`src/sv/srp_pkg.sv`:
```
// Shared types and constants of the semicolon record parser.
// No dependencies; used by srp_rsp_buffer and semicolon_record_parser.
`timescale 1ns / 1ps
`default_nettype none

package srp_pkg;

   localparam logic [7:0] CHAR_NUL   = 8'h00;
   localparam logic [7:0] CHAR_SEMI  = 8'h3B;
   localparam logic [7:0] CHAR_PLUS  = 8'h2B;
   localparam logic [7:0] CHAR_MINUS = 8'h2D;
   localparam logic [7:0] CHAR_ZERO  = 8'h30;
   localparam logic [7:0] CHAR_NINE  = 8'h39;
   localparam logic [7:0] CHAR_SPACE = 8'h20;
   localparam logic [7:0] CHAR_TAB   = 8'h09;
   localparam logic [7:0] CHAR_CR    = 8'h0D;

   localparam int unsigned MIN_NAME_LEN = 3;

   localparam logic [31:0] MAG_CAP = 32'h8000_0000;
   localparam logic [31:0] POS_MAX = 32'h7FFF_FFFF;

   localparam logic [2:0] STATUS_OK       = 3'd0;
   localparam logic [2:0] STATUS_OVERSIZE = 3'd1;
   localparam logic [2:0] STATUS_NAME     = 3'd2;
   localparam logic [2:0] STATUS_EMPLOYEE = 3'd3;
   localparam logic [2:0] STATUS_JOB      = 3'd4;
   localparam logic [2:0] STATUS_COMPANY  = 3'd5;

   localparam logic KIND_ECHO    = 1'b0;
   localparam logic KIND_SUMMARY = 1'b1;

   // register index is paddr[2] (byte address 4*i)
   localparam logic       REG_MAX_LEN   = 1'b0;
   localparam logic [15:0] MAX_LEN_RESET = 16'd1024;

   typedef enum logic [4:0] {
      FIELD_NAME     = 5'b00001,
      FIELD_EMPLOYEE = 5'b00010,
      FIELD_JOB      = 5'b00100,
      FIELD_COMPANY  = 5'b01000,
      FIELD_DONE     = 5'b10000
   } field_type;

   typedef enum logic [2:0] {
      PHASE_SKIP   = 3'b001,
      PHASE_DIGITS = 3'b010,
      PHASE_STOP   = 3'b100
   } phase_type;

   typedef struct packed {
      logic        kind;
      logic [7:0]  name_char;
      logic [2:0]  status;
      logic [15:0] name_length;
      logic [31:0] employee_number;
      logic [31:0] job_number;
      logic [31:0] company_number;
   } rsp_type;

endpackage

`default_nettype wire

```
`src/sv/srp_rsp_buffer.sv`:
```
// Two-entry result buffer (output register plus skid register).
// Depends on srp_pkg for the result item type.
`timescale 1ns / 1ps
`default_nettype none

module srp_rsp_buffer (
   input  wire logic            clock,
   input  wire logic            reset,
   input  wire logic            push,
   input  wire srp_pkg::rsp_type push_data,
   output logic                 full,
   output logic                 rsp_valid,
   output srp_pkg::rsp_type     rsp_data,
   input  wire logic            rsp_stall
);

   logic             main_valid_ff;
   logic             skid_valid_ff;
   srp_pkg::rsp_type main_ff;
   srp_pkg::rsp_type skid_ff;
   logic             take;

   assign take      = main_valid_ff && !rsp_stall;
   assign full      = skid_valid_ff;
   assign rsp_valid = main_valid_ff;
   assign rsp_data  = main_ff;

   always_ff @(posedge clock) begin
      if (reset) begin
         main_valid_ff <= 1'b0;
         skid_valid_ff <= 1'b0;
      end else if (take) begin
         if (skid_valid_ff) begin
            skid_valid_ff <= 1'b0;
         end else begin
            main_valid_ff <= push;
         end
      end else if (!main_valid_ff) begin
         main_valid_ff <= push;
      end else if (push) begin
         skid_valid_ff <= 1'b1;
      end
   end

   always_ff @(posedge clock) begin
      if (take) begin
         if (skid_valid_ff) begin
            main_ff <= skid_ff;
         end else begin
            main_ff <= push_data;
         end
      end else if (!main_valid_ff) begin
         main_ff <= push_data;
      end else if (push) begin
         skid_ff <= push_data;
      end
   end

endmodule

`default_nettype wire

```
`src/sv/semicolon_record_parser.sv`:
```
// Top level of the semicolon record parser: field state, number reader, APB register.
// Depends on srp_pkg and srp_rsp_buffer.
`timescale 1ns / 1ps
`default_nettype none

// Parses name;number;number;number; records one byte per item, byte 0 ending a
// message. Every name byte is echoed and the terminator gives one summary with
// status, name length and the committed numbers. One item is taken per clock while
// req_stall is low, and each result is registered. A two-entry output buffer lets
// one more item in while a result waits; req_stall rises only when both entries
// hold results. max_message_length sits at byte address 0.
module semicolon_record_parser #(
   parameter int unsigned LENGTH_BITS = 16
) (
   input  wire logic        clock,
   input  wire logic        reset,
   input  wire logic        req_valid,
   output logic             req_stall,
   input  wire logic [7:0]  req_msg_byte,
   output logic             rsp_valid,
   input  wire logic        rsp_stall,
   output logic             rsp_kind,
   output logic [7:0]       rsp_name_char,
   output logic [2:0]       rsp_status,
   output logic [15:0]      rsp_name_length,
   output logic [31:0]      rsp_employee_number,
   output logic [31:0]      rsp_job_number,
   output logic [31:0]      rsp_company_number,
   input  wire logic        psel,
   input  wire logic        penable,
   input  wire logic        pwrite,
   input  wire logic [2:0]  paddr,
   input  wire logic [31:0] pwdata,
   output logic [31:0]      prdata,
   output logic             pready
);

   localparam int unsigned MSG_BITS = LENGTH_BITS + 1;
   localparam int unsigned CMP_BITS = (MSG_BITS > 16) ? MSG_BITS : 16;
   localparam int unsigned NAME_CMP = (LENGTH_BITS > 16) ? LENGTH_BITS : 16;

   logic [15:0]            max_len_ff;
   srp_pkg::field_type     field_ff, field_in;
   logic [MSG_BITS-1:0]    msg_len_ff, msg_len_in;
   logic [LENGTH_BITS-1:0] name_cnt_ff, name_cnt_in;
   logic                   seen_ff, seen_in;
   srp_pkg::phase_type     phase_ff, phase_in;
   logic                   neg_ff, neg_in;
   logic [31:0]            acc_ff, acc_in;
   logic [31:0]            pend_ff [3];
   logic [31:0]            pend_in [3];
   logic [2:0]             pend_valid_ff, pend_valid_in;
   logic [2:0]             err_ff, err_in;
   logic [31:0]            commit_ff [3];
   logic [31:0]            commit_in [3];

   logic                   req_accept;
   logic                   cfg_write;
   logic                   buf_full;
   logic                   push;
   srp_pkg::rsp_type       push_data;
   srp_pkg::rsp_type       rsp_data;

   logic                   is_semi, is_digit, is_space, is_sign;
   logic [35:0]            acc_prod;
   logic [31:0]            acc_step;
   logic [31:0]            number_value;
   logic [1:0]             field_slot;
   logic [2:0]             field_err;
   srp_pkg::field_type     field_next;
   logic                   oversize;
   logic [2:0]             final_err;
   logic [15:0]            name_length;

   assign req_accept = req_valid && !req_stall;
   assign req_stall  = buf_full;
   assign pready     = 1'b1;
   assign cfg_write  = psel && penable && pwrite && pready && (paddr[2] == srp_pkg::REG_MAX_LEN);
   assign prdata     = (paddr[2] == srp_pkg::REG_MAX_LEN) ? {16'd0, max_len_ff} : 32'd0;

   assign is_semi  = req_msg_byte == srp_pkg::CHAR_SEMI;
   assign is_digit = (req_msg_byte >= srp_pkg::CHAR_ZERO) && (req_msg_byte <= srp_pkg::CHAR_NINE);
   assign is_space = (req_msg_byte == srp_pkg::CHAR_SPACE)
                  || ((req_msg_byte >= srp_pkg::CHAR_TAB) && (req_msg_byte <= srp_pkg::CHAR_CR));
   assign is_sign  = (req_msg_byte == srp_pkg::CHAR_PLUS) || (req_msg_byte == srp_pkg::CHAR_MINUS);

   assign acc_prod = ({4'd0, acc_ff} * 36'd10) + {32'd0, req_msg_byte[3:0]};
   assign acc_step = (acc_prod > {4'd0, srp_pkg::MAG_CAP}) ? srp_pkg::MAG_CAP : acc_prod[31:0];

   assign number_value = neg_ff ? (32'd0 - acc_ff)
                       : ((acc_ff > srp_pkg::POS_MAX) ? srp_pkg::POS_MAX : acc_ff);

   assign oversize = CMP_BITS'(msg_len_ff) > CMP_BITS'(max_len_ff);
   assign final_err = (err_ff != srp_pkg::STATUS_OK) ? err_ff : field_err;
   assign name_length = (NAME_CMP'(name_cnt_ff) > NAME_CMP'(16'hFFFF)) ? 16'hFFFF
                      : 16'(NAME_CMP'(name_cnt_ff));

   always_comb begin
      field_slot = 2'd0;
      field_err  = srp_pkg::STATUS_OK;
      field_next = srp_pkg::FIELD_DONE;
      unique case (field_ff)
         srp_pkg::FIELD_NAME: begin
            field_err  = srp_pkg::STATUS_NAME;
            field_next = srp_pkg::FIELD_EMPLOYEE;
         end
         srp_pkg::FIELD_EMPLOYEE: begin
            field_slot = 2'd0;
            field_err  = srp_pkg::STATUS_EMPLOYEE;
            field_next = srp_pkg::FIELD_JOB;
         end
         srp_pkg::FIELD_JOB: begin
            field_slot = 2'd1;
            field_err  = srp_pkg::STATUS_JOB;
            field_next = srp_pkg::FIELD_COMPANY;
         end
         srp_pkg::FIELD_COMPANY: begin
            field_slot = 2'd2;
            field_err  = srp_pkg::STATUS_COMPANY;
            field_next = srp_pkg::FIELD_DONE;
         end
         srp_pkg::FIELD_DONE: begin
            field_next = srp_pkg::FIELD_DONE;
         end
         default: begin
            field_next = srp_pkg::FIELD_DONE;
         end
      endcase
   end

   always_comb begin
      field_in      = field_ff;
      msg_len_in    = msg_len_ff;
      name_cnt_in   = name_cnt_ff;
      seen_in       = seen_ff;
      phase_in      = phase_ff;
      neg_in        = neg_ff;
      acc_in        = acc_ff;
      pend_in       = pend_ff;
      pend_valid_in = pend_valid_ff;
      err_in        = err_ff;
      commit_in     = commit_ff;
      push          = 1'b0;
      push_data     = '0;
      if (req_accept) begin
         if (req_msg_byte == srp_pkg::CHAR_NUL) begin
            for (int i = 0; i < 3; i++) begin
               if (!oversize && pend_valid_ff[i]) begin
                  commit_in[i] = pend_ff[i];
               end
            end
            push                      = 1'b1;
            push_data.kind            = srp_pkg::KIND_SUMMARY;
            push_data.status          = oversize ? srp_pkg::STATUS_OVERSIZE : final_err;
            push_data.name_length     = name_length;
            push_data.employee_number = commit_in[0];
            push_data.job_number      = commit_in[1];
            push_data.company_number  = commit_in[2];
            field_in      = srp_pkg::FIELD_NAME;
            msg_len_in    = '0;
            name_cnt_in   = '0;
            err_in        = srp_pkg::STATUS_OK;
            seen_in       = 1'b0;
            phase_in      = srp_pkg::PHASE_SKIP;
            neg_in        = 1'b0;
            acc_in        = '0;
            pend_valid_in = '0;
            for (int i = 0; i < 3; i++) begin
               pend_in[i] = '0;
            end
         end else begin
            if (msg_len_ff != '1) begin
               msg_len_in = msg_len_ff + 1'b1;
            end
            unique case (field_ff)
               srp_pkg::FIELD_NAME: begin
                  if (is_semi) begin
                     if ((name_cnt_ff < LENGTH_BITS'(srp_pkg::MIN_NAME_LEN))
                         && (err_ff == srp_pkg::STATUS_OK)) begin
                        err_in = srp_pkg::STATUS_NAME;
                     end
                     field_in = field_next;
                     seen_in  = 1'b0;
                     phase_in = srp_pkg::PHASE_SKIP;
                     neg_in   = 1'b0;
                     acc_in   = '0;
                  end else begin
                     if (name_cnt_ff != '1) begin
                        name_cnt_in = name_cnt_ff + 1'b1;
                     end
                     push                = 1'b1;
                     push_data.kind      = srp_pkg::KIND_ECHO;
                     push_data.name_char = req_msg_byte;
                  end
               end
               srp_pkg::FIELD_EMPLOYEE, srp_pkg::FIELD_JOB, srp_pkg::FIELD_COMPANY: begin
                  if (is_semi) begin
                     if (err_ff == srp_pkg::STATUS_OK) begin
                        if (!seen_ff) begin
                           err_in = field_err;
                        end else begin
                           pend_in[field_slot]       = number_value;
                           pend_valid_in[field_slot] = 1'b1;
                        end
                     end
                     field_in = field_next;
                     seen_in  = 1'b0;
                     phase_in = srp_pkg::PHASE_SKIP;
                     neg_in   = 1'b0;
                     acc_in   = '0;
                  end else begin
                     seen_in = 1'b1;
                     unique case (phase_ff)
                        srp_pkg::PHASE_SKIP: begin
                           if (is_space) begin
                              phase_in = srp_pkg::PHASE_SKIP;
                           end else if (is_sign) begin
                              neg_in   = req_msg_byte == srp_pkg::CHAR_MINUS;
                              phase_in = srp_pkg::PHASE_DIGITS;
                           end else if (is_digit) begin
                              phase_in = srp_pkg::PHASE_DIGITS;
                              acc_in   = acc_step;
                           end else begin
                              phase_in = srp_pkg::PHASE_STOP;
                           end
                        end
                        srp_pkg::PHASE_DIGITS: begin
                           if (is_digit) begin
                              acc_in = acc_step;
                           end else begin
                              phase_in = srp_pkg::PHASE_STOP;
                           end
                        end
                        srp_pkg::PHASE_STOP: begin
                           phase_in = srp_pkg::PHASE_STOP;
                        end
                        default: begin
                           phase_in = srp_pkg::PHASE_STOP;
                        end
                     endcase
                  end
               end
               srp_pkg::FIELD_DONE: begin
                  field_in = srp_pkg::FIELD_DONE;
               end
               default: begin
                  field_in = srp_pkg::FIELD_DONE;
               end
            endcase
         end
      end
   end

   always_ff @(posedge clock) begin
      if (reset) begin
         max_len_ff    <= srp_pkg::MAX_LEN_RESET;
         field_ff      <= srp_pkg::FIELD_NAME;
         msg_len_ff    <= '0;
         name_cnt_ff   <= '0;
         seen_ff       <= 1'b0;
         phase_ff      <= srp_pkg::PHASE_SKIP;
         neg_ff        <= 1'b0;
         acc_ff        <= '0;
         pend_valid_ff <= '0;
         err_ff        <= srp_pkg::STATUS_OK;
         for (int i = 0; i < 3; i++) begin
            pend_ff[i]   <= '0;
            commit_ff[i] <= '0;
         end
      end else begin
         if (cfg_write) begin
            max_len_ff <= pwdata[15:0];
         end
         field_ff      <= field_in;
         msg_len_ff    <= msg_len_in;
         name_cnt_ff   <= name_cnt_in;
         seen_ff       <= seen_in;
         phase_ff      <= phase_in;
         neg_ff        <= neg_in;
         acc_ff        <= acc_in;
         pend_valid_ff <= pend_valid_in;
         err_ff        <= err_in;
         pend_ff       <= pend_in;
         commit_ff     <= commit_in;
      end
   end

   srp_rsp_buffer u_rsp_buffer (
      .clock     (clock),
      .reset     (reset),
      .push      (push),
      .push_data (push_data),
      .full      (buf_full),
      .rsp_valid (rsp_valid),
      .rsp_data  (rsp_data),
      .rsp_stall (rsp_stall)
   );

   assign rsp_kind            = rsp_data.kind;
   assign rsp_name_char       = rsp_data.name_char;
   assign rsp_status          = rsp_data.status;
   assign rsp_name_length     = rsp_data.name_length;
   assign rsp_employee_number = rsp_data.employee_number;
   assign rsp_job_number      = rsp_data.job_number;
   assign rsp_company_number  = rsp_data.company_number;

   // skid entry only fills behind a held output entry
   assert property (@(posedge clock) disable iff (reset) req_stall |-> rsp_valid)
      else $error("result buffer: skid entry held with output register empty");

   assert property (@(posedge clock) disable iff (reset)
      (req_accept && (req_msg_byte == srp_pkg::CHAR_NUL)) |=> rsp_valid)
      else $error("terminator accepted but no summary pending");

   assert property (@(posedge clock) disable iff (reset)
      (rsp_valid && (rsp_kind == srp_pkg::KIND_ECHO))
         |-> ((rsp_status == srp_pkg::STATUS_OK) && (rsp_name_length == 16'd0)))
      else $error("echo item carries summary fields");

   assert property (@(posedge clock) disable iff (reset)
      (err_ff != srp_pkg::STATUS_OK) |-> (field_ff != srp_pkg::FIELD_NAME))
      else $error("field error recorded while still in name field");

endmodule

`default_nettype wire
```
`config.mk`:
```
export PLATFORM = sky130hd
export DESIGN_NAME = semicolon_record_parser
export DESIGN_NICKNAME = d
export VERILOG_FILES = /design/src/sv/srp_pkg.sv /design/src/sv/srp_rsp_buffer.sv /design/src/sv/semicolon_record_parser.sv
export SDC_FILE = /design/constraint.sdc
export NUM_CORES = 1
export LEC_CHECK = 0
export ABC_CLOCK_PERIOD_IN_PS = 13200
export BUFFER_PORTS_ARGS = -buffer_cell sky130_fd_sc_hd__buf_4
export CAP_MARGIN = 20
export CORE_AREA = 3 3 255 358
export CTS_CLUSTER_SIZE = 20
export DETAILED_ROUTE_END_ITERATION = 16
export DIE_AREA = 0 0 258 361
export GPL_ROUTABILITY_DRIVEN = 0
export GPL_TIMING_DRIVEN = 1
export PLACE_DENSITY = 0.54
export SLEW_MARGIN = 20
export SYNTH_ARGS = -nofsm -noshare
export SYNTH_HDL_FRONTEND = slang
export SYNTH_HIERARCHICAL = 1
export SYNTH_SLANG_ARGS = --single-unit
```
`constraint.sdc`:
```
create_clock -name clock -period 13.2 [get_ports clock]
set_input_delay 1.98 -clock clock [delete_from_list [all_inputs] [get_ports clock]]
set_output_delay 1.98 -clock clock [all_outputs]
set_load 0.005 [all_outputs]
```
Word level (Yosys, flattened, before mapping)
Cells that the tools add are included.

cells by class
  add/sub/neg operators = 4
  multipliers = 1
  $lt $le $gt $ge = 13
  eq/ne operators = 28
  mux-type cells = 86
  bitwise operators = 4
  reduce and logical (&&, ||, !) cells = 44

operators by type and width
  kind                                                             count
  2-to-1 mux 124 bit                                               4
  2-to-1 mux 96 bit                                                5
  2-to-1 mux 32 bit                                                13
  case mux 32 bit (2 select lines)                                 2
  2-to-1 mux 115 bit                                               1
  bitwise mux 96 bit                                               1
  2-to-1 mux 16 bit                                                6
  demux 32 bit (select 2 bit)                                      1
  2-to-1 mux 3 bit                                                 20
  adder 36 x 4 -> 36 bit                                           1
  greater-than comparator 36 x 32 -> 1 bit, second input constant  1
  multiplier 32 x 3 -> 35 bit, second input constant               1
  2-to-1 mux 17 bit                                                2
  equality test 8 x 6 -> 1 bit, second input constant              4
  greater-than comparator 32 x 31 -> 1 bit, second input constant  1
  subtractor 1 x 32 -> 32 bit, first input constant                1
  2-to-1 mux 8 bit                                                 3
  case mux 3 bit (2 select lines)                                  3
  adder 17 x 1 -> 17 bit, second input constant                    1
  greater-than comparator 17 x 16 -> 1 bit                         1
  inequality test 17 bit, second input constant                    1
  adder 16 x 1 -> 16 bit, second input constant                    1
  greater-than comparator 16 bit, second input constant            1
  < comparator 16 x 2 -> 1 bit, second input constant              1
  49 further kinds                                                 104

word-level totals
  flip-flop bits (word level) = 539
  output and inout bits = 159

Depth between registers and ports, before layout
Gate-level depths: netlist of the first run.

  word-level depth = 13
  mapped depth = 17
  gate-level depth less buffers = 14

Cells and area by module
The synthesis of the first run kept the hierarchy.

by module, submodules not included
  module                   times used  cells each  area an instance (um^2)
  semicolon_record_parser  1           2097        17384.2
  srp_rsp_buffer           1           396         9049.9

Least setup slack after synthesis of the first run
Ideal clock, no wire load.

  path type = in2reg
  start = input rsp_stall
  end = register u_rsp_buffer/skid_ff[0] (netlist bit), enable pin
  library setup time = 0.608 ns
  arrival = 10.202 ns
  data required time = 12.592 ns
  setup slack = 2.390 ns
  stages = 2
  path buffers = 0
  cells stage by stage = nand2_1 -> nor2_1

between the ends
  longest elaborated chain between the ends = 4

RTL lines
  what                           RTL line                       source
  start, declared                semicolon_record_parser.sv:21  input wire logic rsp_stall,
  logical NOT 1 bit              srp_rsp_buffer.sv:23           assign take = main_valid_ff && !rsp_stall;
  logical AND 1 bit              srp_rsp_buffer.sv:23
  inverter 1 bit (no line)       --
  AND reduction 3 bit (no line)  --
  end signal, assigned           srp_rsp_buffer.sv:55           skid_ff <= push_data;
  end, declared                  srp_rsp_buffer.sv:20           srp_pkg::rsp_type skid_ff;

No other way between the ends.
A chain may end at the register's enable or synchronous reset.

Worst setup path after layout of the first run
  start = register acc_ff[2]
  end = register acc_ff[4]

between the ends
  longest elaborated chain between the ends = 11

RTL lines
  what                                      RTL line                                                        source
  start, declared                           semicolon_record_parser.sv:49                                   logic [31:0] acc_ff, acc_in;
  start signal, assigned                    semicolon_record_parser.sv:280                                  acc_ff <= acc_in;
  multiplier 32 x 3 -> 35 bit (*)           semicolon_record_parser.sv:87                                   assign acc_prod = ({4'd0, acc_ff} * 36'd10) + {32'd0, req_msg_byte[3:0]};
  adder 36 x 4 -> 36 bit (*)                semicolon_record_parser.sv:87
  greater-than comparator 36 x 32 -> 1 bit  semicolon_record_parser.sv:88                                   assign acc_step = (acc_prod > {4'd0, srp_pkg::MAG_CAP}) ? srp_pkg::MAG_CAP : acc_prod[31:0];
  2-to-1 mux 32 bit (*)                     semicolon_record_parser.sv:88
  2-to-1 mux 32 bit (*)                     semicolon_record_parser.sv:220, semicolon_record_parser.sv:228
  2-to-1 mux 32 bit                         semicolon_record_parser.sv:217                                  end else if (is_sign) begin
  2-to-1 mux 32 bit                         semicolon_record_parser.sv:215                                  if (is_space) begin
  case mux 32 bit (2 select lines) (*)      semicolon_record_parser.sv:213                                  unique case (phase_ff)
  2-to-1 mux 32 bit (*)                     semicolon_record_parser.sv:197                                  if (is_semi) begin
  case mux 32 bit (2 select lines) (*)      semicolon_record_parser.sv:175                                  unique case (field_ff)
  2-to-1 mux 32 bit (*)                     semicolon_record_parser.sv:146                                  if (req_msg_byte == srp_pkg::CHAR_NUL) begin

Mark *: on every way between the ends. The rest lies on a longest branch, timed or not. The select of a mux whose other input is x is not followed.

==> impl_metrics.tcl, run 1 <==
set metrics [dict create \
    antenna_left 0 \
    async_flop_share 0 \
    routed.top_layer "met4" \
    instances_no_fill 3821 \
    rsz0062_at_grt "no" \
    drv_slew 0 \
    num_io_pins 209 \
    h-tree-depth 2 \
    cts_buffers 49 \
    path_buf_inv 0 \
    skew_ns 0.0268 \
    die_h_microns 361 \
    slowest_stage "a2111oi_4" \
    grt_max_degree 125 \
    antenna_found_initial 0 \
    relSlewSlack 0.282 \
    critical_path.max_fanout 13 \
    yosysWarnings 6 \
    ctsResizeCount 0 \
    cp-end-kind "flip-flop" \
    ir_drop_v 0.0000935 \
    first_global_vias 18000 \
    dr.first_iter.drc_count 1036 \
    cts-root-buf "clkbuf_16" \
    min_period_over_period 0.408 \
    leakage_nw 12.9 \
    syn2layout_area_growth_pct 14.9 \
    finalHoldViolCount 0 \
    fin_nets 2736 \
    rr_startpoint "acc_ff[2]$_SDFFE_PP0P_" \
    crit_path_frequent_cell "ha_1" \
    cts_num_sinks 539 \
    max_stage_delay_ns 0.63 \
    netlist.area_leader.share 0.282 \
    viasPerCell 4.88 \
    yosys.cell_types.count 115 \
    grt_overflow 0 \
    synthCells 2493 \
    crit_start "acc_ff[2]$_SDFFE_PP0P_" \
    tightest_slew_ns 1.08 \
    cts_tree "done" \
    vias 18700 \
    start_util 0.299 \
    cap_violations 0 \
    grt_first_pass_wirelength_mm 105 \
    syn_avg_cell_area_sq_um 10.6 \
    io_buffer_count 173 \
    drt_wl_total_mm 67.7 \
    worstHoldPathType "flip-flop to flip-flop" \
    antenna_cells 0 \
    critPathLaunchType "flip-flop" \
    dp_cells 3729 \
    timing.critical_path.arrival_ns 5.84 \
    fmax_mhz 186 \
    wl_met2_mm 33.5 \
    netlist_area_sq_um 26400 \
    ys_seq_area_frac 0.502 \
    setup_violations 0 \
    met3_length_mm 2.64 \
    fp.dieW_microns 258 \
    min_from "max_len_ff[3]$_SDFFE_PP0P_" \
    drc 0 \
    hpwl_mm 46.8 \
    power_density_nw_per_um2 115 \
    criticalPathCategory "flip-flop to flip-flop" \
    synth_edf_count 248 \
    dieArea_sq_um 93100 \
    firstDrtPassIters 5 \
    wl_met1_mm 29.5 \
    synth_top_area_cell "edfxtp_1" \
    row_count 129 \
    tns_ns 0 \
    status "completed" \
    clk_latency_ns 0.60 \
    p_total_w 0.00350 \
    clkTransAtPathRegs_ns 0.07 \
    core_sq_um 88300 \
    crit_chain "ha_1 > ha_1 > a21o_1 > nand4_1 > a211oi_2 > nor4_1 > a2111oi_4 > and3_2 > and4_4 > or4b_1 > and2_4 > a31oi_4 > o31ai_1" \
    post_cts_buffers 0 \
    synthMostInstantiatedCell "nor2_1" \
    required_ns 13.66 \
    clock_path_buffers 3 \
    synth_commonest_cells "434 x nor2_1, 291 x dfxtp_1, 248 x edfxtp_1" \
    synthTopCellsByArea "edfxtp_1 28%, dfxtp_1 22%, mux2i_1 7.8%, nor2_1 6.2%, ha_1 3.9%" \
    wire_per_inst_microns 17.7 \
    fin_crit_ns 5.38 \
    drive_gt1_frac 0.160 \
    cp_top_family "compound AO/OA/AOI/OAI gates" \
    ys.flop_type "dfxtp_1" \
    grt.total_usage 0.140 \
    ys_seq_elements 539 \
    ctsHoldBuffers 0 \
]
[cells by family after synthesis]
| logic type | Yosys count | synth area share |
|---|---|---|
| multiplexers | 332 | 0.132 |
| flip-flops | 539 | 0.502 |
| buffers and inverters | 194 | 0.0364 |
| XOR/XNOR | 78 | 0.0264 |
| other | 2 | 0.000284 |
| AND/OR/NAND/NOR | 861 | 0.153 |
| AO/OA/AOI/OAI | 402 | 0.109 |
| adder cells (fa/ha/maj) | 85 | 0.0408 |
[routing by layer]
| layer | vias to the layer above | GRT usage |
|---|---|---|
| met2 | 322 | 0.249 |
| met5 | - | 0 |
| li1 | 9223 | - |
| met4 | 0 | 0.0479 |
| met1 | 9027 | 0.174 |
| met3 | 83 | 0.0193 |
[cell usage in the layout (no fill, tap or decap), types with 13 or more instances in the layout]
cell       Yosys  final
o21ai_0       42     41
nor3_1        38     38
inv_1         38     41
or3_1         20     20
and3_1        28     28
xor2_1        49     49
and2_1        13     13
a22oi_1       99     99
buf_4         22    195
nand2_1      143    141
xnor2_1       27     27
a21o_1        18     18
edfxtp_1     248    248
nor4_1        26     26
clkbuf_16      0     50
nand4_1       28     28
mux2_1        60     60
ha_1          83     83
mux2i_1      206    206
nor2_1       434    426
o21a_1        13     13
a31oi_1       15     15
mux2_2        65     65
nand3_1       46     43
a21oi_1       96     96
conb_1         2     17
dfxtp_1      291    291
[cell type report]
type                       instances  area [sq um]
clock buffer                      68          1400
clock inverter                    24           248
fill                            8906         57900
inverter                          39           146
multi-input combinational       1775         12300
sequential                       539         13300
tap                             1179          1480
timing repair buffer             197          1500
[where the power goes]
group / internal, W / total, W / switching, W
combinational: 0.0000855 / 0.000196 / 0.000110
clock: 0.000823 / 0.00146 / 0.000641
sequential: 0.00182 / 0.00184 / 0.0000245
[final timing paths]
path / endpoint / slack [ns] / cells after the start
worst max-delay path: acc_ff[4]$_SDFFE_PP0P_ / 7.82 / 13
worst min-delay path: max_len_ff[3]$_SDFFE_PP0P_ / 0.45 / 2
worst max register to register: acc_ff[4]$_SDFFE_PP0P_ / 7.82 / 13
worst min register to register: max_len_ff[3]$_SDFFE_PP0P_ / 0.45 / 2
[tightest hold or removal path: stages, from the launching register on]
cell and delay, ns:
dfxtp_1 0.31, nand2_1 0.05, a21oi_1 0.05
[through the flow]
step | util | setup slack (ns) | area, sq um | hold slack [ns]
CTS | 0.344 | 7.85 | 30400 | 0.457
global route | 0.344 | 7.64 | 30400 | 0.471
global placement | 0.325 | 7.33 | 28700 | 0.444
finish | 0.344 | 7.82 | 30400 | 0.453
floorplan | - | 2.39 | 26500 | 0.436
detailed placement | 0.325 | 7.30 | 28700 | 0.447
[registers in the layout, summed over array words and instances (netlist names), 5 cells and up]
register,count
u_rsp_buffer/rsp_data,124
u_rsp_buffer/skid_ff,124
commit_ff,96
pend_ff,96
acc_ff,32
msg_len_ff,17
max_len_ff,16
name_cnt_ff,16
field_ff,5
(Power assumes the default switching activity.)
==> run 2: changes to the inputs <==
--- a/config.mk
+++ b/config.mk
@@ -5,7 +5,7 @@
 export SDC_FILE = /design/constraint.sdc
 export NUM_CORES = 1
 export LEC_CHECK = 0
-export ABC_CLOCK_PERIOD_IN_PS = 13200
+export ABC_CLOCK_PERIOD_IN_PS = 4400
 export BUFFER_PORTS_ARGS = -buffer_cell sky130_fd_sc_hd__buf_4
 export CAP_MARGIN = 20
 export CORE_AREA = 3 3 255 358
@@ -14,7 +14,7 @@
 export DIE_AREA = 0 0 258 361
 export GPL_ROUTABILITY_DRIVEN = 0
 export GPL_TIMING_DRIVEN = 1
-export PLACE_DENSITY = 0.54
+export PLACE_DENSITY = 0.56
 export SLEW_MARGIN = 20
 export SYNTH_ARGS = -nofsm -noshare
 export SYNTH_HDL_FRONTEND = slang
==> constraint.sdc (replaced) <==
create_clock -name clock -period 4.4 [get_ports clock]
set_input_delay 0.66 -clock clock [delete_from_list [all_inputs] [get_ports clock]]
set_output_delay 0.66 -clock clock [all_outputs]
set_load 0.005 [all_outputs]
==> impl_metrics.tcl, run 2 (same netlist as run 1, synthesis figures left out) <==
set metrics [dict create \
    drv_slew 0 \
    timing.critical_path.arrival_ns 4.79 \
    grt.total_usage 0.147 \
    pwr-share-clk 0.425 \
    die_h_microns 361 \
    min_period_over_period 0.972 \
    tns_ns 0 \
    leakage_nw 13.9 \
    first_global_vias 19200 \
    core_sq_um 88300 \
    clk_latency_ns 0.64 \
    cts_num_sinks 539 \
    fin_crit_ns 4.28 \
    seqPwrFrac 0.519 \
    clock_path_buffers 3 \
    fmax_mhz 234 \
    power_density_nw_per_um2 329 \
    critPathLaunchType "flip-flop" \
    comb_power_share 0.056 \
    clkTransAtPathRegs_ns 0.06 \
    skew_ns 0.0329 \
    antenna_left 0 \
    h-tree-depth 2 \
    slowest_stage "or3_4" \
    intPower_w 0.00823 \
    ir_drop_v 0.000277 \
    firstDrtPassIters 5 \
    required_ns 4.92 \
    power.switching_w 0.00241 \
    num_io_pins 209 \
    grt_first_pass_wirelength_mm 109 \
    drive_gt1_frac 0.237 \
    place_ws_ns -0.230 \
    critical_path.max_fanout 7 \
    cp-end-kind "flip-flop" \
    vias 19500 \
    dieArea_sq_um 93100 \
    min_from "pwdata[10]" \
    fp.dieW_microns 258 \
    grt_overflow 0 \
    drc 0 \
    max_stage_delay_ns 0.50 \
    crit_path_frequent_cell "ha_4" \
    cts-root-buf "clkbuf_16" \
    layout_commonest_cell "nor2_1" \
    viasPerCell 4.87 \
    fin_nets 2917 \
    worstHoldPathType "input port to flip-flop" \
    status "completed" \
    start_util 0.299 \
    drt_wl_total_mm 70.3 \
    cts_tree "done" \
    crit_chain "ha_4 > ha_4 > fa_2 > buf_4 > a21oi_2 > o211ai_4 > mux2i_1 > a221o_1 > and4bb_4 > and4b_4 > nand4_4 > nor4_4 > mux2i_4 > or3_4 > o31ai_2" \
    hpwl_mm 50.2 \
    rsz0062_at_grt "yes" \
    cap_violations 0 \
    row_count 129 \
    io_buffer_count 173 \
    dr.first_iter.drc_count 977 \
    cts_buffers 51 \
    rr_startpoint "acc_ff[1]$_SDFFE_PP0P_" \
    grt_max_degree 113 \
    criticalPathCategory "flip-flop to flip-flop" \
    switching_share 0.226 \
    syn2layout_area_growth_pct 22.4 \
    relSlewSlack 0.302 \
    layout_common_cells "422 x nor2_1, 366 x buf_4, 284 x dfxtp_1" \
    setup_violations 0 \
    antenna_found_initial 0 \
    tightest_slew_ns 1.05 \
    ctsHoldBuffers 0 \
    finalHoldViolCount 0 \
    layout_setup_ws_ns 0.124 \
    crit_start "acc_ff[1]$_SDFFE_PP0P_" \
    wire_per_inst_microns 17.6 \
]
[run 2: cell types whose count changed in the layout (fill, tap and decap cells not counted), sizes merged]
cell | before | now
buf | 197 | 375
clkbuf | 68 | 69
clkinvlp | 2 | 3
diode | 0 | 1
inv | 43 | 45
or3 | 21 | 22
[run 2: timing repair]
item	in CTS	in global routing
buffers inserted	3	14
setup endpoints to repair	31	31
gates resized for setup	10	74
cloned	1	0
pin swaps	8	35
[run 2: worst paths after layout]
check	to	cells past startpoint	slack, ns
max	acc_ff[3]$_SDFFE_PP0P_	15	0.12
min	max_len_ff[10]$_SDFFE_PP1P_	2	0.27
max reg2reg	acc_ff[3]$_SDFFE_PP0P_	15	0.12
min reg2reg	max_len_ff[15]$_SDFFE_PP0P_	2	0.46
[run 2: power groups by stage]
stage	Combinational, W	Sequential, W	Clock (W)
floorplan	0.000262	0.00564	0
global placement	0.000609	0.00563	0
detailed placement	0.000612	0.00564	0
CTS	0.000614	0.00553	0.00467
global route	0.000656	0.00554	0.00484
finish	0.000596	0.00552	0.00452
[run 2: through the flow]
| step | util | total power (W) | hold slack (ns) | instance area [sq um] | cells |
|---|---|---|---|---|---|
| after floorplan | - | 0.00590 | 0.436 | 26500 | 2508 |
| after global placement | 0.340 | 0.00624 | 0.442 | 30000 | 3890 |
| after detailed placement | 0.340 | 0.00625 | 0.449 | 30000 | 3890 |
| after CTS | 0.360 | 0.0108 | 0.227 | 31800 | 3990 |
| after global routing | 0.366 | 0.0110 | 0.253 | 32300 | 4004 |
| final | 0.366 | 0.0106 | 0.267 | 32300 | 4005 |
[run 2: worst max-delay path, delay by kind of cell (launching register included)]
family / cells / cell delay (ns)
DFF: 1 / 0.33
and+or+nand+nor: 5 / 1.67
adders and majority gates: 3 / 0.85
muxes: 2 / 0.26
AOI/OAI and AO/OA: 4 / 0.89
buffers and inverters: 1 / 0.16
[run 2: area by class of cell]
class	count	area (sq um)
clock inverters	27	304
inverters	39	146
multi-input cells	1776	12800
diodes	1	2.50
repair buffers	375	2910
flip-flops and latches	539	13300
well taps	1179	1480
fillers	8783	55900
clock buffers	69	1410
[run 2: routing by layer]
metal / track usage / vias up / share of wire
li1: - / 9618 / -
met1: 0.169 / 9493 / 0.41
met2: 0.276 / 280 / 0.52
met3: 0.0198 / 103 / 0.033
met4: 0.0534 / 0 / 0.032
met5: 0 / - / 0
==> run 3: changes to the inputs <==
--- a/config.mk
+++ b/config.mk
@@ -5,13 +5,14 @@
 export SDC_FILE = /design/constraint.sdc
 export NUM_CORES = 1
 export LEC_CHECK = 0
+export ABC_AREA = 1
 export ABC_CLOCK_PERIOD_IN_PS = 4400
 export BUFFER_PORTS_ARGS = -buffer_cell sky130_fd_sc_hd__buf_4
 export CAP_MARGIN = 20
-export CORE_AREA = 3 3 255 358
+export CORE_AREA = 3 3 266 373
 export CTS_CLUSTER_SIZE = 20
 export DETAILED_ROUTE_END_ITERATION = 16
-export DIE_AREA = 0 0 258 361
+export DIE_AREA = 0 0 269 376
 export GPL_ROUTABILITY_DRIVEN = 0
 export GPL_TIMING_DRIVEN = 1
 export PLACE_DENSITY = 0.56
==> impl_metrics.tcl, run 3 <==
set metrics [dict create \
    status "completed" \
    antenna_cells 0 \
    cts_buffers 47 \
    dr.first_iter.drc_count 1188 \
    r2r_slack_ns 0.50 \
    timing.critical_path.arrival_ns 4.36 \
    wire_per_inst_microns 15.1 \
    ys_seq_elements 539 \
    slowest_stage "dfxtp_1" \
    syn_avg_cell_area_sq_um 8.14 \
    setup_violations 0 \
    dieArea_sq_um 101000 \
    skew_ns 0.0305 \
    synthMostInstantiatedCell "nand2_1" \
    antenna_found_initial 0 \
    netlist.area_leader.share 0.259 \
    firstDrtPassIters 7 \
    fin_crit_ns 3.90 \
    vias 23100 \
    pwr-share-clk 0.376 \
    cts_tree "done" \
    viasPerCell 4.63 \
    clock_path_buffers 3 \
    relSlewSlack 0.280 \
    antenna_left 0 \
    clk_latency_ns 0.60 \
    tns_ns 0 \
    layout_commonest_cell "nand2_1" \
    row_count 135 \
    layout_setup_ws_ns 0.496 \
    cts_num_sinks 539 \
    grt_first_pass_wirelength_mm 119 \
    syn2layout_area_growth_pct 14.2 \
    io_buffer_count 173 \
    leakage_nw 14.2 \
    comb_power_share 0.117 \
    worstHoldPathType "input port to flip-flop" \
    ir_drop_v 0.000247 \
    tightest_slew_ns 1.07 \
    synth_top_area_cell "edfxtp_1" \
    num_io_pins 209 \
    fp.dieW_microns 269 \
    drive_gt1_frac 0.182 \
    grt_overflow 0 \
    intPower_w 0.00839 \
    async_flop_share 0 \
    clkTransAtPathRegs_ns 0.07 \
    critPathLaunchType "flip-flop" \
    netlist_area_sq_um 28700 \
    fin_nets 3785 \
    drc 0 \
    synth_edf_count 248 \
    required_ns 4.86 \
    ctsHoldBuffers 0 \
    ys.flop_type "dfxtp_1" \
    cp-end-kind "flip-flop" \
    yosys.cell_types.count 64 \
    critical_path.max_fanout 32 \
    seqPwrFrac 0.507 \
    hpwl_mm 54.9 \
    switching_share 0.260 \
    power.switching_w 0.00295 \
    path_buf_inv 2 \
    max_stage_delay_ns 0.51 \
    h-tree-depth 2 \
    cap_violations 0 \
    core_sq_um 96400 \
    first_global_vias 22300 \
    ys_seq_area_frac 0.462 \
    grt.total_usage 0.147 \
    start_util 0.298 \
    layout_common_cells "815 x nand2_1, 471 x inv_1, 291 x dfxtp_1" \
    synth_commonest_cells "818 x nand2_1, 473 x inv_1, 291 x dfxtp_1" \
    crit_path_frequent_cell "nand2_1" \
    power_density_nw_per_um2 346 \
    finalHoldViolCount 0 \
    fmax_mhz 256 \
    ctsResizeCount 0 \
    synthTopCellsByArea "edfxtp_1 26%, dfxtp_1 20%, nand2_1 11%, inv_1 6.2%, ha_1 3.6%" \
    place_ws_ns 0.527 \
    cts-root-buf "clkbuf_16" \
    drv_slew 0 \
    cp_top_family "simple AND/OR/NAND/NOR gates" \
    post_cts_buffers 0 \
    criticalPathCategory "flip-flop to flip-flop" \
    synthCells 3528 \
    min_period_over_period 0.887 \
    placed_cell_area_sq_um 31200 \
    crit_chain "ha_1 > ha_1 > nand2_1 > nor2_1 > inv_1 > nor3_1 > nand2_1 > nand2_1 > nand2_1 > nand2_2 > nand2_1 > nor3_1 > nand2_1 > nand2_2 > nand4_4 > nor2_8 > buf_12 > nand2_1 > nand2_1 > a21oi_1" \
    yosysWarnings 6 \
    die_h_microns 376 \
    finalInstanceArea_sq_um 32800 \
    rsz0062_at_grt "no" \
    whs_ns 0.273 \
    drt_wl_total_mm 75.3 \
    grt_max_degree 180 \
]
run 3: cell types whose count changed after synthesis, sizes merged, moves of 53 or more:
cell	before	now
a21oi	102	239
a22oi	99	3
and3	29	82
inv	39	501
mux2	126	0
mux2i	206	0
nand2	144	864
nand3	47	153
nand4	30	113
nor2	434	257
o21ai	55	298
or2	11	83
run 3: worst paths after layout:
kind,start,to,cells past startpoint
max,acc_ff[23]$_SDFFE_PP0P_,acc_ff[31]$_SDFFE_PP0P_,20
min,pwdata[10],max_len_ff[10]$_SDFFE_PP1P_,3
max reg2reg,acc_ff[23]$_SDFFE_PP0P_,acc_ff[31]$_SDFFE_PP0P_,20
min reg2reg,pend_ff[80]$_SDFFE_PP0P_,pend_ff[80]$_SDFFE_PP0P_,2
run 3: tightest hold or removal path, stage by stage:
cell and delay [ns]:
buf_4 0.07, nand2_1 0.04, o211ai_1 0.06
run 3: per-stage QoR:
stage | cells | util | total power [W]
floorplan | 3543 | - | 0.00656
global placement | 4901 | 0.324 | 0.00721
detailed placement | 4901 | 0.324 | 0.00722
CTS | 4989 | 0.340 | 0.0115
global route | 4990 | 0.340 | 0.0118
finish | 4990 | 0.340 | 0.0113
run 3: final cells by class:
| class | instances | area (sq um) |
|---|---|---|
| Inverter | 504 | 1890 |
| Timing Repair Buffer | 223 | 1820 |
| Clock buffer | 54 | 1230 |
| Fill cell | 10100 | 63600 |
| Sequential cell | 539 | 13300 |
| Tap cell | 1301 | 1630 |
| Clock inverter | 34 | 334 |
| Multi-Input combinational cell | 2335 | 12600 |
run 3: power groups by stage:
stage	clock (W)	sequential [W]	combinational (W)
2_1_floorplan	0	0.00589	0.000675
3_3_place_gp	0	0.00587	0.00134
3_5_place_dp	0	0.00587	0.00135
4_1_cts	0.00438	0.00576	0.00136
5_1_grt	0.00454	0.00579	0.00150
6_report	0.00426	0.00575	0.00133
run 3: cell families (layout without fill, tap and decap cells):
group | Yosys count | in the layout | synth area share
compound gates | 592 | 592 | 0.125
xor+xnor | 11 | 11 | 0.00427
fa+ha+maj | 85 | 85 | 0.0376
buf+inv | 669 | 815 | 0.101
flops | 539 | 539 | 0.462
other cells | 2 | 17 | 0.000261
simple gates | 1630 | 1630 | 0.270
run 3: per-layer routing:
metal / wire length [microns] / part of all wire / vias to the layer above / global-route usage
met5: 0 / 0 / - / 0
met4: 3570 / 0.047 / 0 / 0.0671
met3: 2510 / 0.033 / 133 / 0.0106
met2: 37900 / 0.50 / 425 / 0.266
met1: 31300 / 0.42 / 10700 / 0.175
li1: - / - / 11800 / -
